### config.mk
export PLATFORM = sky130hd
export DESIGN_NAME = lvfp_cfg
export DESIGN_NICKNAME = d
export VERILOG_FILES = /design/src/rtl/lvfp_pkg.sv /design/src/rtl/lvfp_cfg.sv
export SDC_FILE = /design/constraint.sdc
export NUM_CORES = 1
export LEC_CHECK = 0
export ABC_AREA = 0
export BUFFER_PORTS_ARGS = -buffer_cell sky130_fd_sc_hd__buf_2
export CORE_MARGIN = 5
export CORE_UTILIZATION = 27
export CTS_CLUSTER_DIAMETER = 60
export DETAILED_ROUTE_END_ITERATION = 16
export GPL_TIMING_DRIVEN = 1
export PLACE_DENSITY = 0.79
export SLEW_MARGIN = 20
export SYNTH_ARGS = -nofsm -noshare
export SYNTH_HDL_FRONTEND = slang
export SYNTH_SLANG_ARGS = --single-unit
### constraint.sdc
create_clock -name clk -period 1 [get_ports clk]
set_input_delay 0 -clock clk [delete_from_list [all_inputs] [get_ports clk]]
set_output_delay 0 -clock clk [all_outputs]
set_load 0.01 [all_outputs]
### src/rtl/lvfp_pkg.sv
// ----------------------------------------------------------------------------
// lvfp_pkg
// Shared types and constants for the LRU victim unit with mark preference.
// ----------------------------------------------------------------------------
package lvfp_pkg;

    localparam int SETS_DEFAULT = 2048;
    localparam int WAYS_DEFAULT = 16;

    localparam int SET_W      = 11;
    localparam int WAY_W      = 4;
    localparam int ATYPE_W    = 3;
    localparam int MIN_RANK_W = 5;
    localparam int APB_DATA_W = 32;
    localparam int APB_ADDR_W = 3;

    localparam logic KIND_QUERY  = 1'b0;
    localparam logic KIND_UPDATE = 1'b1;

    localparam logic [ATYPE_W-1:0] ATYPE_DATA = 3'd0;

    localparam logic [MIN_RANK_W-1:0] MIN_RANK_RESET = 5'd16;

    // word index of each register (paddr[2])
    localparam logic REG_MIN_EVICTION_RANK = 1'b0;

    // request captured at acceptance
    typedef struct packed {
        logic               kind;
        logic [WAY_W-1:0]   way_index;
        logic               hit_flag;
        logic [ATYPE_W-1:0] access_type;
        logic               set_ok;
        logic               way_ok;
    } lvfp_req_t;

    // outcome of one read-modify-write pass
    typedef struct packed {
        logic             wr;
        logic [WAY_W-1:0] victim_way;
        logic             took_alternate;
    } lvfp_pick_t;

endpackage

### src/rtl/lvfp_cfg.sv
// ----------------------------------------------------------------------------
// lvfp_cfg
// APB register slave holding min_eviction_rank.
// ----------------------------------------------------------------------------
module lvfp_cfg
    import lvfp_pkg::*;
(
    input  logic                  clk,
    input  logic                  rst_n,
    input  logic                  psel,
    input  logic                  penable,
    input  logic                  pwrite,
    input  logic [APB_ADDR_W-1:0] paddr,
    input  logic [APB_DATA_W-1:0] pwdata,
    output logic [APB_DATA_W-1:0] prdata,
    output logic                  pready,
    output logic [MIN_RANK_W-1:0] min_rank
);

    logic [MIN_RANK_W-1:0] min_rank_reg;
    logic                  wr_en;

    assign pready   = 1'b1;
    assign wr_en    = psel && penable && pwrite && pready;
    assign min_rank = min_rank_reg;

    always_ff @(posedge clk or negedge rst_n)
    begin
        if (!rst_n)
        begin
            min_rank_reg <= MIN_RANK_RESET;
        end
        else if (wr_en && (paddr[2] == REG_MIN_EVICTION_RANK))
        begin
            min_rank_reg <= pwdata[MIN_RANK_W-1:0];
        end
    end

    always_comb
    begin
        unique case (paddr[2])
            REG_MIN_EVICTION_RANK: prdata = APB_DATA_W'(min_rank_reg);
            default:               prdata = '0;
        endcase
    end

endmodule

## After elaboration in Yosys (flattened, before gate mapping)

Cells that the tools add are included.

| word-level totals | value |
|---|---|
| word-level logic and storage cells | 6 |
| input bits | 40 |
| register bits after elaboration | 5 |

| cells by class | value |
|---|---|
| bitwise logic cells | 1 |
| reductions and logical operators | 3 |
| multiplexer cells | 1 |

Operator list:

| cell | number |
|---|---|
| 5-bit 2-to-1 mux | 1 |
| 1-bit logical AND | 3 |
| 1-bit NOT | 1 |

## Depth between registers and ports, before layout

| depth | value |
|---|---|
| depth in word-level cells | 3 |
| mapped depth | 2 |
| mapped depth without buffers | 2 |

## Worst setup path after synthesis

No wires, ideal clock.

| path | value |
|---|---|
| path type | reg-to-reg |
| start | register, netlist name min_rank[0] |
| end | register min_rank_reg[0], in the netlist min_rank[0] |
| slack | 0.220 ns |
| cell stages (with the launch flop) | 2 |
| setup time | 0.125 ns |
| arrival time | 0.655 ns |
| clock period less this slack | 0.780 ns |
| cell sequence | dfrtp_1 mux2_2 |

RTL lines:

| what | RTL line | RTL |
|---|---|---|
| to (signal assigned) | lvfp_cfg.sv:35 | `min_rank_reg <= pwdata[MIN_RANK_W-1:0];` |
| to (decl) | lvfp_cfg.sv:20 | `logic [MIN_RANK_W-1:0] min_rank_reg;` |

## Worst setup path in the final report

| path | value |
|---|---|
| start | register min_rank_reg[4], in the netlist min_rank[4] |
| end | output port prdata[4] |

| on the way | value |
|---|---|
| word-level cells in the longest chain between the ends | 1 |

RTL lines:

| what | RTL line | RTL |
|---|---|---|
| 5-bit 2-to-1 mux | lvfp_cfg.sv:41 | `unique case (paddr[2])` |
| to (decl) | lvfp_cfg.sv:15 | `output logic [APB_DATA_W-1:0] prdata,` |

Every way passes these cells.

==> summary.md <==
| Metric | Value |
|---|---|
| 1st-iter DRT viols | `4` |
| Leading area contributor after synthesis | `buf_4` |
| Post-route DRC violation count | `0` |
| First-pass GRT wire length | `1.19 mm` |
| # diodes | `0` |
| Reg-to-Reg Start | `min_rank[3]` |
| HP Start | `pwdata[3]` |
| Ys Warns | `0` |
| Max FFs per register | `5` |
| CTS Buf Count | `3` |
| Yosys cell types | `7` |
| Final setup fails | `0` |
| Critical Path Start | `min_rank[4]` |
| Synth top area share | `44.9%` |
| Worst-Skew Late Latency | `0.23 ns` |
| Initial antenna violation count | `0` |
| Leakage power | `0.326 nW` |
| Post-placement cell count | `81` |
| Fin cells | `88` |
| Most common cell after layout, fill and taps aside | `conb_1` |
| RSZ-0062 raised after global routing | `true` |
| Overflow left after global routing | `0` |
| Avg Synthesized Cell Area | `10.2 sq um` |
| Total GRT Usage | `6.31%` |
| Layout cell share with drive strength beyond 1 | `49.3%` |
| Clock sinks | `5` |
| Initial core utilization | `27.7%` |
| Vias in the first global route | `273` |
| GPL Wtd Cong | `0.685` |
| # IOs | `78` |
| Worst Setup End Kind | `output port` |
| Max H-tree Level | `1` |
| PD cells | `1460 mW/mm^2` |
| DR vias/cell | `3.32` |
| CTS tree | `yes` |
| CP arrival | `1.00 ns` |
| Minimum clock period | `0.999 ns` |
| Area grow syn2layout | `15.2%` |
| Synth Instances | `46` |
| Final antenna-violating net count | `0` |
| HP Class | `input pin to flop` |
| Core Box Area | `0.00169 sq mm` |
| Deepest clock path buffer count | `2` |
| FILL cells | `189` |
| Via count | `292` |
| PortBufs | `20` |
| Clock slew at reported path FFs | `0.04 ns` |
| Fmax achieved | `1000 MHz` |
| Die Y | `51.6 um` |
| Crit path launch type | `flop` |
| Top cells by area, synth | `buf_4, dfrtp_1, mux2_2, and2b_2, dfstp_2` |
| Worst path required time | `1.00 ns` |
| Largest net degree at the start of global routing | `7` |
| Fin crit share | `99.9%` |
| VDD IR max | `391 uV` |
| Final Hold Viols | `0` |
| Count of state elements after synthesis | `5` |
| # rows | `15` |
| Sequential share of the synthesized area | `27.0%` |
| Max cap viols | `0` |
| Worst-path fanout max | `3` |
| Initial DRT Pass Iterations | `2` |
| Die Footprint | `0.00267 sq mm` |
| Final nets | `112` |
| Critical path class | `flop to output port` |
| Setup TNS | `0 ns` |
| Mapped cell area | `468 sq um` |
| Routed wire length | `872 um` |
| Die width | `51.6 um` |
| WL/cell | `9.91 um` |
| Skew final | `0 ns` |
| Root Buffer | `clkbuf_4` |
| Outcome | `complete, no violations` |
| Setup repair bufs after CTS | `0` |
| Most frequent cells in the layout | `conb_1, buf_2, and2b_2, mux2_2, dfrtp_1` |
| Fin. max-slew vios | `0` |
[layout make-up]
type	instances	area, sq um	share of cell area, %
timing repair buffer	23	136	25.3
clock buffer	4	26.3	4.87
multi-input combinational	39	229	42.5
tap	17	21.3	3.94
sequential	5	126	23.4
[what timing repair did]
action	in CTS	in global routing
hold endpoints to repair	7	0
resized for setup	1	0
cloned	0	0
hold buffers	3	0
endpoints found under the setup margin	1	1
[path summary, 6_finish.rpt]
path / end / slack (ns) / cells past startpoint
min reg2reg: min_rank[0] / 0.54 / 1
min in group asynchronous: min_rank[1] / 0.12 / 2
max reg2reg: min_rank[3] / 0.22 / 1
max: prdata[4] / 0.0008 / 2
min: min_rank[3] / 0.006 / 2
max in group asynchronous: min_rank[4] / 0.66 / 2
[kinds of logic after synthesis]
group	Yosys count	synth area share, %
other	2	1.60
multiplexers	5	12.0
AND/OR/NAND/NOR	6	14.4
flip-flops	5	27.0
buffers and inverters	28	44.9
[critical path, cell delays in order (launching register included)]
cell     delay, ns
dfstp_2       0.53
and2b_2       0.15
buf_6         0.09
[routing by layer]
metal  global-route usage, %  wire [um]
met5                       0          0
met2                    11.2        490
met3                    3.72        132
met4                    2.62          0
met1                    5.78        250
[cells in the mapped netlist, drive strengths merged]
| cell | instances |
|---|---|
| and2b | 5 |
| buf | 28 |
| conb | 2 |
| dfrtp | 4 |
| dfstp | 1 |
| mux2 | 5 |
| nand4b | 1 |
[power by group]
| group | total, W | internal, W | switching (W) | leakage, nW |
|---|---|---|---|---|
| sequential | 0.000286 | 0.000255 | 0.0000313 | 0.0585 |
| combinational | 0.000278 | 0.000131 | 0.000147 | 0.252 |
| clock | 0.000224 | 0.000150 | 0.0000735 | 0.0150 |
| total | 0.000788 | 0.000536 | 0.000252 | 0.326 |
[per-stage QoR]
step           setup WS, ns  area (sq um)  total power, W  hold slack, ns  utilization, %
2_1_floorplan         0.220           566        0.000519          -0.296               -
3_3_place_gp          0.246           477        0.000542          -0.187            28.2
3_5_place_dp          0.229           477        0.000550          -0.181            28.2
4_1_cts             -0.0104           539        0.000797        0.000619            31.9
5_1_grt             -0.0246           539        0.000842          0.0136            31.9
6_report           0.000773           539        0.000788         0.00615            31.9
(Power assumes the default switching activity.)
