<file path="src/rtl/lvfp_ram.sv">
// ----------------------------------------------------------------------------
// lvfp_ram
// Generic single-clock RAM, one write port, one registered read port.
// ----------------------------------------------------------------------------
module lvfp_ram #(
    parameter int WIDTH = 8,
    parameter int DEPTH = 16,
    parameter int AW    = (DEPTH > 1) ? $clog2(DEPTH) : 1
) (
    input  logic             clk,
    input  logic             we,
    input  logic [AW-1:0]    waddr,
    input  logic [WIDTH-1:0] wdata,
    input  logic             re,
    input  logic [AW-1:0]    raddr,
    output logic [WIDTH-1:0] rdata
);

    logic [WIDTH-1:0] mem [DEPTH];

    always_ff @(posedge clk)
    begin
        if (we)
        begin
            mem[waddr] <= wdata;
        end
        if (re)
        begin
            rdata <= mem[raddr];
        end
    end

endmodule

</file>
<file path="config.mk">
export PLATFORM = sky130hd
export DESIGN_NAME = lvfp_ram
export DESIGN_NICKNAME = d
export VERILOG_FILES = /design/src/rtl/lvfp_ram.sv
export SDC_FILE = /design/constraint.sdc
export NUM_CORES = 1
export LEC_CHECK = 0
export ABC_CLOCK_PERIOD_IN_PS = 2000
export BUFFER_PORTS_ARGS = -buffer_cell sky130_fd_sc_hd__buf_2
export CAP_MARGIN = 20
export CORE_MARGIN = 3
export CORE_UTILIZATION = 46
export DETAILED_ROUTE_END_ITERATION = 16
export GPL_TIMING_DRIVEN = 1
export SETUP_SLACK_MARGIN = 0.4
export SKIP_CTS_REPAIR_TIMING = 1
export SYNTH_ARGS = -nofsm -noshare
export SYNTH_HDL_FRONTEND = slang
export SYNTH_SLANG_ARGS = --single-unit
</file>
<file path="constraint.sdc">
create_clock -name clk -period 2 [get_ports clk]
set_input_delay 0.1 -clock clk [delete_from_list [all_inputs] [get_ports clk]]
set_output_delay 0.1 -clock clk [all_outputs]
set_load 0.01 [all_outputs]
</file>
=== Yosys cells after proc, flatten, opt, wreduce, memory -nomap -nowiden ===
Memories as Yosys holds them, arrays and structs flattened. A register that Yosys moved wholly into a read port is not among the register bits.
Cells that the tools add are included.

* Register bits: 0
* Latch bits: 0
* Bits in writable memories: 128
* ROM bits: 0
* Input bits: 19
* Memories kept: 1

{| class="wikitable"
|+ Memory list
! name !! depth !! width !! rd ports !! clocked after memory_dff !! write ports !! RTL line !! source
|-
| mem || 16 || 8 || 1 || 1 || 1 || 19 || <nowiki>logic [WIDTH-1:0] mem [DEPTH];</nowiki>
|}

* $add $sub $neg: 0
* $mul: 0
* Div/mod/pow operators: 0
* Order comparisons: 0
* Equality and inequality tests: 0
* Shift operators: 0
* Mux-type cells: 2
* Bitwise operators: 0
* Reductions and logical operators: 0

{| class="wikitable"
|+ Operator list
! operator !! number
|-
| $mux 1 || 2
|}

=== Logic depth before layout (Yosys ltp) ===
Gate-level depths: netlist (run 1).

* Depth after elaboration: 2
* Mapped depth: 5

=== Worst setup path after synthesis (run 1) ===
OpenSTA, ideal clock, no wires.

* Path type: input to register
* Start: in waddr[2]
* End: mem mem[0][0], enable pin
* Setup time: 383 ps
* Data arrival time: 1210 ps
* Data required time: 1617 ps
* Slack: 407 ps
* Stages: 2
* Path through: or3b_2 > nor3_1

{| class="wikitable"
|+ RTL lines
! element !! RTL line !! source
|-
| start: declaration || 12 || <nowiki>input logic [AW-1:0] waddr,</nowiki>
|-
| end: declaration || 19 ||
|}

Straight into the memory's write port.

==> results.md, run 1 <==
* Max-cap viol count at 0
* Final instance area at 0.006200 sq mm
* Tightest Hold Check Type: in -> reg
* Worst hold start: re
* Crit end category: register
* CP peak stage delay at 520 ps
* Synth Area in Simple Gates at 3.135%
* Most frequent cells in the layout: edfxtp_1, buf_2, buf_4
* Reg-to-reg critical path endpoint: rdata[1]$_DFFE_PP_
* Compound-cell area share of the yosys netlist at 2.298%
* CTS Buf Count at 17
* Slowest-stage cell, CP: mux4_1
* Switching power at 0.001307 W
* Critical path depth in cells at 3
* Die width at 112.6 um
* TNS Setup at 0 ps
* Commonest non-fill, non-tap cell in the layout: edfxtp_1
* Sequential-to-total area share from yosys stat at 78.12%
* Total track usage at 17.53%
* Post-route minimum period at 1495 ps
* Fmax at 669.0 MHz
* WHS Path Cells at 1
* Worst hold endpoint: rdata[6]$_DFFE_PP_
* Synth Area in Adders at 0%
* Reg2reg path depth at 3
* Pwr per Cell Area at 1042 mW/mm^2
* Slew @ Worst Pin at 375.0 ps
* Cells along the critical path: mux4_1 > a22oi_1 > nand2_1
* Routed WL per cell at 22.99 um
* Netlist cell types at 18
* Hold Vio Cnt, Final at 0
* Largest family of logic cells by synthesized area: multiplexers
* Final Cycle Share at 74.73%
* FF-to-FF Start: mem[1][1]$_DFFE_PP_
* CTS H-tree lvls at 4
* Synthesis-stage register bit count at 136
* WP buf/inv at 0
* Clk slew on worst S/H paths at 60 ps
* Sequential Power Share at 50.0%
* Critical Path RT at 2160 ps
* Post-route DRC at 0
* Root Driver: clkbuf_16
* Die Y at 112.6 um
* Rows at 38
* Total Wirelength at 10090 um
* Run status: completed
* R2r setup slk at 510 ps
* Non-Filler Instances at 439
* Die area at 0.01268 sq mm
* Pin count of the biggest net entering global routing at 24
* Nets at 305
* Critical Path Fanout Max at 1
* DRT Pass-1 Iters at 7
* Maximum VDD drop at 0.4440 mV
* CP Launch Type: register
* Leakage power at 2.095 nW
* Multiplexer area fraction after synthesis at 14.79%
* Remaining Overflow, GRT at 0
* Core footprint at 0.01098 sq mm
* Initial Util at 47.60%
* Via count at 2440
* Syn. warnings at 0
* Vias/cell at 5.558
* PortBufs at 26
* Antenna Nets Post-Route at 0
* Power share of the combinational group at 4.6%
* Layout area overhead at 18.60%
* Final Wtd Congestion at 0.7164
* N_diodes at 0
* Placed inst area at 0.005637 sq mm
* # setup viols final at 0
* Crit path DAT at 1650 ps
* Critical path type: reg -> reg
* Antenna violations before repair at 0
* First-pass GRT wire length at 15770 um
* Max clock buf depth at 2
* Internal at 0.005154 W
* Max-slew headroom at 75.00%
* Placed cell count at 407
* Avg Cell Area, Syn at 22.83 sq um
* Worst skew pair latency at 410 ps
* CP top delay family: multiplexers
* Final Skew at 5.041 ps
* Max Slew Vio Count at 0
* Gate Count Post-Synth at 229
* Layout cell share with drive strength beyond 1 at 32.44%
* RSZ-0062 raised after global routing: false
* Vias in the first global route at 2562
* CTS tree: built
* Post-layout util at 56.45%
* Synth Cell Area at 0.005228 sq mm
* DR iter-0 viols at 176
* Clock network power share at 45.4%
* IO Count at 27
* DP HPWL at 6322 um
* Mapped Nets at 248
* Sw frac at 20.23%
* XOR/XNOR Fraction of Synth Area at 0%
* Clock Sinks at 136
==> layout make-up <==
cell class	count	area, sq um
Clock inverter	14	133.9
Sequential cell	136	4084
Multi-Input combinational cell	83	1057
Timing Repair Buffer	48	320.3
Clock buffer	18	429.2
Fill cell	832	4783
Tap cell	140	175.2
==> kinds of logic (layout without fill, tap and decap cells) <==
logic type / after synthesis / count (layout)
compound gates: 16 / 16
mux: 32 / 32
buf+inv: 10 / 80
flops: 136 / 136
simple gates: 35 / 35
==> worst reg2reg max path, stage by stage (launching register included) <==
cell and delay [ps]:
edfxtp_1 360, mux4_1 520, a22oi_1 280, nand2_1 80
==> power groups by stage <==
stage / Clock [W] / Sequential, W / Combinational, W
final: 0.00293 / 0.00323 / 0.000298
after global routing: 0.00311 / 0.00323 / 0.000328
after CTS: 0.00299 / 0.00323 / 0.000307
after detailed placement: 0 / 0.00329 / 0.000306
after global placement: 0 / 0.00329 / 0.000301
after floorplan: 0 / 0.00329 / 0.000162
==> Yosys cell counts <==
cell	number	area share (%)
and2_1	1	0.12
buf_6	3	0.65
clkdlybuf4s25_2	3	0.57
buf_4	1	0.14
nor2b_1	1	0.12
nand2b_1	2	0.24
and2b_1	1	0.14
mux4_2	18	7.8
or3b_2	1	0.17
mux4_1	14	7.0
nand2_1	9	0.65
nor2_1	13	0.93
a22oi_1	16	2.3
nor3_1	4	0.38
nand3b_1	2	0.29
buf_2	3	0.29
edfxtp_1	136	78
nand3_1	1	0.096
==> through the flow <==
step	setup slack, ps	power [W]	hold slack [ps]
CTS	478.6	0.006526	57.65
global route	429.0	0.006673	68.55
finish	505.3	0.006461	70.63
global placement	326.0	0.003587	491.7
detailed placement	295.7	0.003594	498.1
floorplan	407.1	0.003452	198.9
==> sequential cells by signal, indices dropped and copies added, names as in the netlist <==
signal,count
rdata,8
mem,128
==> worst max path at each step <==
stage                         start             endpoint  slack (ps)
5_1_grt         mem[2][3]$_DFFE_PP_   rdata[3]$_DFFE_PP_         430
3_3_place_gp               raddr[0]   rdata[0]$_DFFE_PP_         330
2_1_floorplan              waddr[2]  mem[0][0]$_DFFE_PP_         410
3_5_place_dp               raddr[0]   rdata[0]$_DFFE_PP_         300
4_1_cts        mem[10][6]$_DFFE_PP_   rdata[6]$_DFFE_PP_         480
6_report        mem[1][1]$_DFFE_PP_   rdata[1]$_DFFE_PP_         510
==> per-layer routing <==
layer / wire length [um] / track usage [%] / up-vias
li1: - / - / 1095
met1: 4305 / 24.54 / 1254
met2: 5097 / 26.54 / 82
met3: 592 / 5.445 / 9
met4: 99 / 5.769 / 0
met5: 0 / 0 / -
(Power assumes the default switching activity.)
==> inputs of run 2 (changes only) <==
- ABC_CLOCK_PERIOD_IN_PS: 2000 -> 1400
- clock period: 2 -> 1.4 ns (I/O delays scaled with it)
==> run 2 against run 1 <==
Cell count shrank 1.1%. Largest cell class unchanged. Flip-flop and latch count is the same. Hold slack lost 49 ps. Design area grew 1.9%. Fmax grew 7.3%. Combinational power grew 57%. Die area is the same. Register-to-register slack lost 500 ps.
==> results.md, run 2 (synthesized netlist as in run 1, its figures left out) <==
* DP HPWL at 6058 um (-4.2%)
* Routed WL per cell at 20.70 um (-10%)
* Leakage power at 2.046 nW (-2.3%)
* Critical Path Fanout Max at 1 (unchanged)
* Clk slew on worst S/H paths at 60 ps (about the same)
* Root Driver: clkbuf_16
* Area occupied by multi-input gates at 0.001139 sq mm (+7.7%)
* Maximum VDD drop at 1.063 mV (+140%)
* CTS tree: built
* # setup viols final at 0 (unchanged)
* RSZ-0062 raised after global routing: true
* Antenna violations before repair at 0 (unchanged)
* Clock Sinks at 136 (unchanged)
* Worst setup endpoint: rdata[7]$_DFFE_PP_
* Crit end category: register
* Fillers at 781 (-6.1%)
* Vias/cell at 5.507 (-0.92%)
* Max clock buf depth at 2 (unchanged)
* Final Wtd Congestion at 0.7130 (-0.47%)
* Storage cell area at 0.004084 sq mm (unchanged)
* CTS H-tree lvls at 4 (unchanged)
* Post-layout util at 57.52% (+1.1 points)
* Max FFs per register at 128 (unchanged)
* Vias in the first global route at 2587 (+0.98%)
* Final Cycle Share at 99.51% (+25 points)
* Pwr per Cell Area at 1450 mW/mm^2 (+39%)
* Internal at 0.007245 W (+41%)
* Worst setup margin at 6.798 ps (-498.5 ps)
* IO Count at 27 (unchanged)
* Reg-to-reg critical path endpoint: rdata[7]$_DFFE_PP_
* Switching power at 0.001916 W (+47%)
* Via count at 2390 (-2.0%)
* Tightest Hold Check Type: in -> reg
* Fmax at 717.8 MHz (+7.3%)
* Reg2reg path depth at 3 (unchanged)
* Final instance area at 0.006317 sq mm (+1.9%)
* Critical Path RT at 1550 ps (-610 ps)
* Antenna Nets Post-Route at 0 (unchanged)
* Slew @ Worst Pin at 890.3 ps (+515.4 ps)
* Core footprint at 0.01098 sq mm (unchanged)
* Worst skew pair latency at 400 ps (about the same)
* Rows at 38 (unchanged)
* Pwr Total at 0.009161 W (+42%)
* Sw frac at 20.92% (+0.68 points)
* Power share of the combinational group at 5.1% (+0.5 points)
* DR iter-0 viols at 164 (-6.8%)
* Clock network power share at 44.5% (-0.9 points)
* Remaining Overflow, GRT at 0 (unchanged)
* Hold Vio Cnt, Final at 0 (unchanged)
* Max-slew headroom at 40.52% (-34 points)
* Run status: completed
* Worst Setup SP: mem[11][7]$_DFFE_PP_
* Largest reg by FF count: mem
* Post-route minimum period at 1393 ps (-101.5 ps)
* Crit path DAT at 1540 ps (-110 ps)
* Final Skew at 7.879 ps (+2.837 ps)
* Total Wirelength at 8985 um (-11%)
* FF-to-FF Start: mem[11][7]$_DFFE_PP_
* R2r setup slk at 7 ps (-500 ps)
* CTS Buf Count at 17 (unchanged)
* PortBufs at 26 (unchanged)
* Post-route DRC at 0 (unchanged)
* Max-cap viol count at 0 (unchanged)
* Layout area overhead at 20.85%
* Sequential Power Share at 50.4% (+0.4 points)
* Die width at 112.6 um (unchanged)
* First-pass GRT wire length at 14300 um (-9.3%)
* CP Launch Type: register
* Dpl ws at -170.6 ps (-466.3 ps)
* Critical path type: reg -> reg
* Placed inst area at 0.005705 sq mm (+1.2%)
* Die area at 0.01268 sq mm (unchanged)
* N_diodes at 0 (unchanged)
* DRT Pass-1 Iters at 4 (-3)
* Total track usage at 15.46% (-2.1 points)
* Pin count of the biggest net entering global routing at 22 (-8.3%)
* Layout cell share with drive strength beyond 1 at 43.88% (+11 points)
* Largest regs: mem (128), rdata (8)
* Commonest non-fill, non-tap cell in the layout: edfxtp_1
* Max Slew Vio Count at 0 (unchanged)
* Nets at 300 (-1.6%)
* TNS Setup at 0 ps (unchanged)
* Most frequent cells in the layout: edfxtp_1, mux4_2, buf_2
* Die Y at 112.6 um (unchanged)
* Initial Util at 47.60% (unchanged)
## run 2: changes by cell type in the layout (fill, tap and decap cells not counted), moves of 9 or more
cell | before | now
a22oi_1 | 16 | 6
a22oi_2 | 0 | 10
buf_4 | 20 | 9
mux4_1 | 14 | 0
mux4_2 | 18 | 32
nor2_1 | 13 | 4
## run 2: how the worst min path moves through the flow
| stage | cells after the start | endpoint | startpoint | slack, ps |
|---|---|---|---|---|
| 3_5_place_dp | 1 | rdata[1]$_DFFE_PP_ | re | 440 |
| 5_1_grt | 1 | rdata[3]$_DFFE_PP_ | re | 20 |
| 4_1_cts | 1 | rdata[3]$_DFFE_PP_ | re | 10 |
| 3_3_place_gp | 1 | rdata[1]$_DFFE_PP_ | re | 440 |
| 6_report | 1 | rdata[1]$_DFFE_PP_ | re | 20 |
| 2_1_floorplan | 0 | mem[0][0]$_DFFE_PP_ | wdata[0] | 170 |
## run 2: metrics by stage
stage	hold WS, ps	std cells
2_1_floorplan	168.9	229
3_3_place_gp	436.0	402
3_5_place_dp	437.4	402
4_1_cts	14.43	434
5_1_grt	15.27	434
6_report	21.71	434
## run 2: layout make-up
type / count / share of cell area (%)
flip-flops and latches: 136 / 64.65
multi-input cells: 83 / 18.02
clock buffers: 18 / 6.793
repair buffers: 43 / 5.764
well taps: 140 / 2.773
clock inverters: 14 / 2.000
## run 2: critical path: stages, from the launching register on
cell and delay, ps:
edfxtp_1 380, mux4_2 490, a22oi_2 190, nand2_1 80
## run 2: layer usage
layer | track usage [%] | vias up | part of all wire, %
li1 | - | 1071 | -
met1 | 20.76 | 1257 | 44
met2 | 24.41 | 53 | 51
met5 | 0 | - | 0
met3 | 4.097 | 9 | 3.7
met4 | 6.090 | 0 | 1.6
## run 2: power by group through the flow
stage / sequential (W) / clock (W) / combinational, W
2_1_floorplan: 0.00470 / 0 / 0.000266
3_3_place_gp: 0.00470 / 0 / 0.000455
3_5_place_dp: 0.00470 / 0 / 0.000459
4_1_cts: 0.00461 / 0.00416 / 0.000460
5_1_grt: 0.00462 / 0.00434 / 0.000515
6_report: 0.00461 / 0.00408 / 0.000469
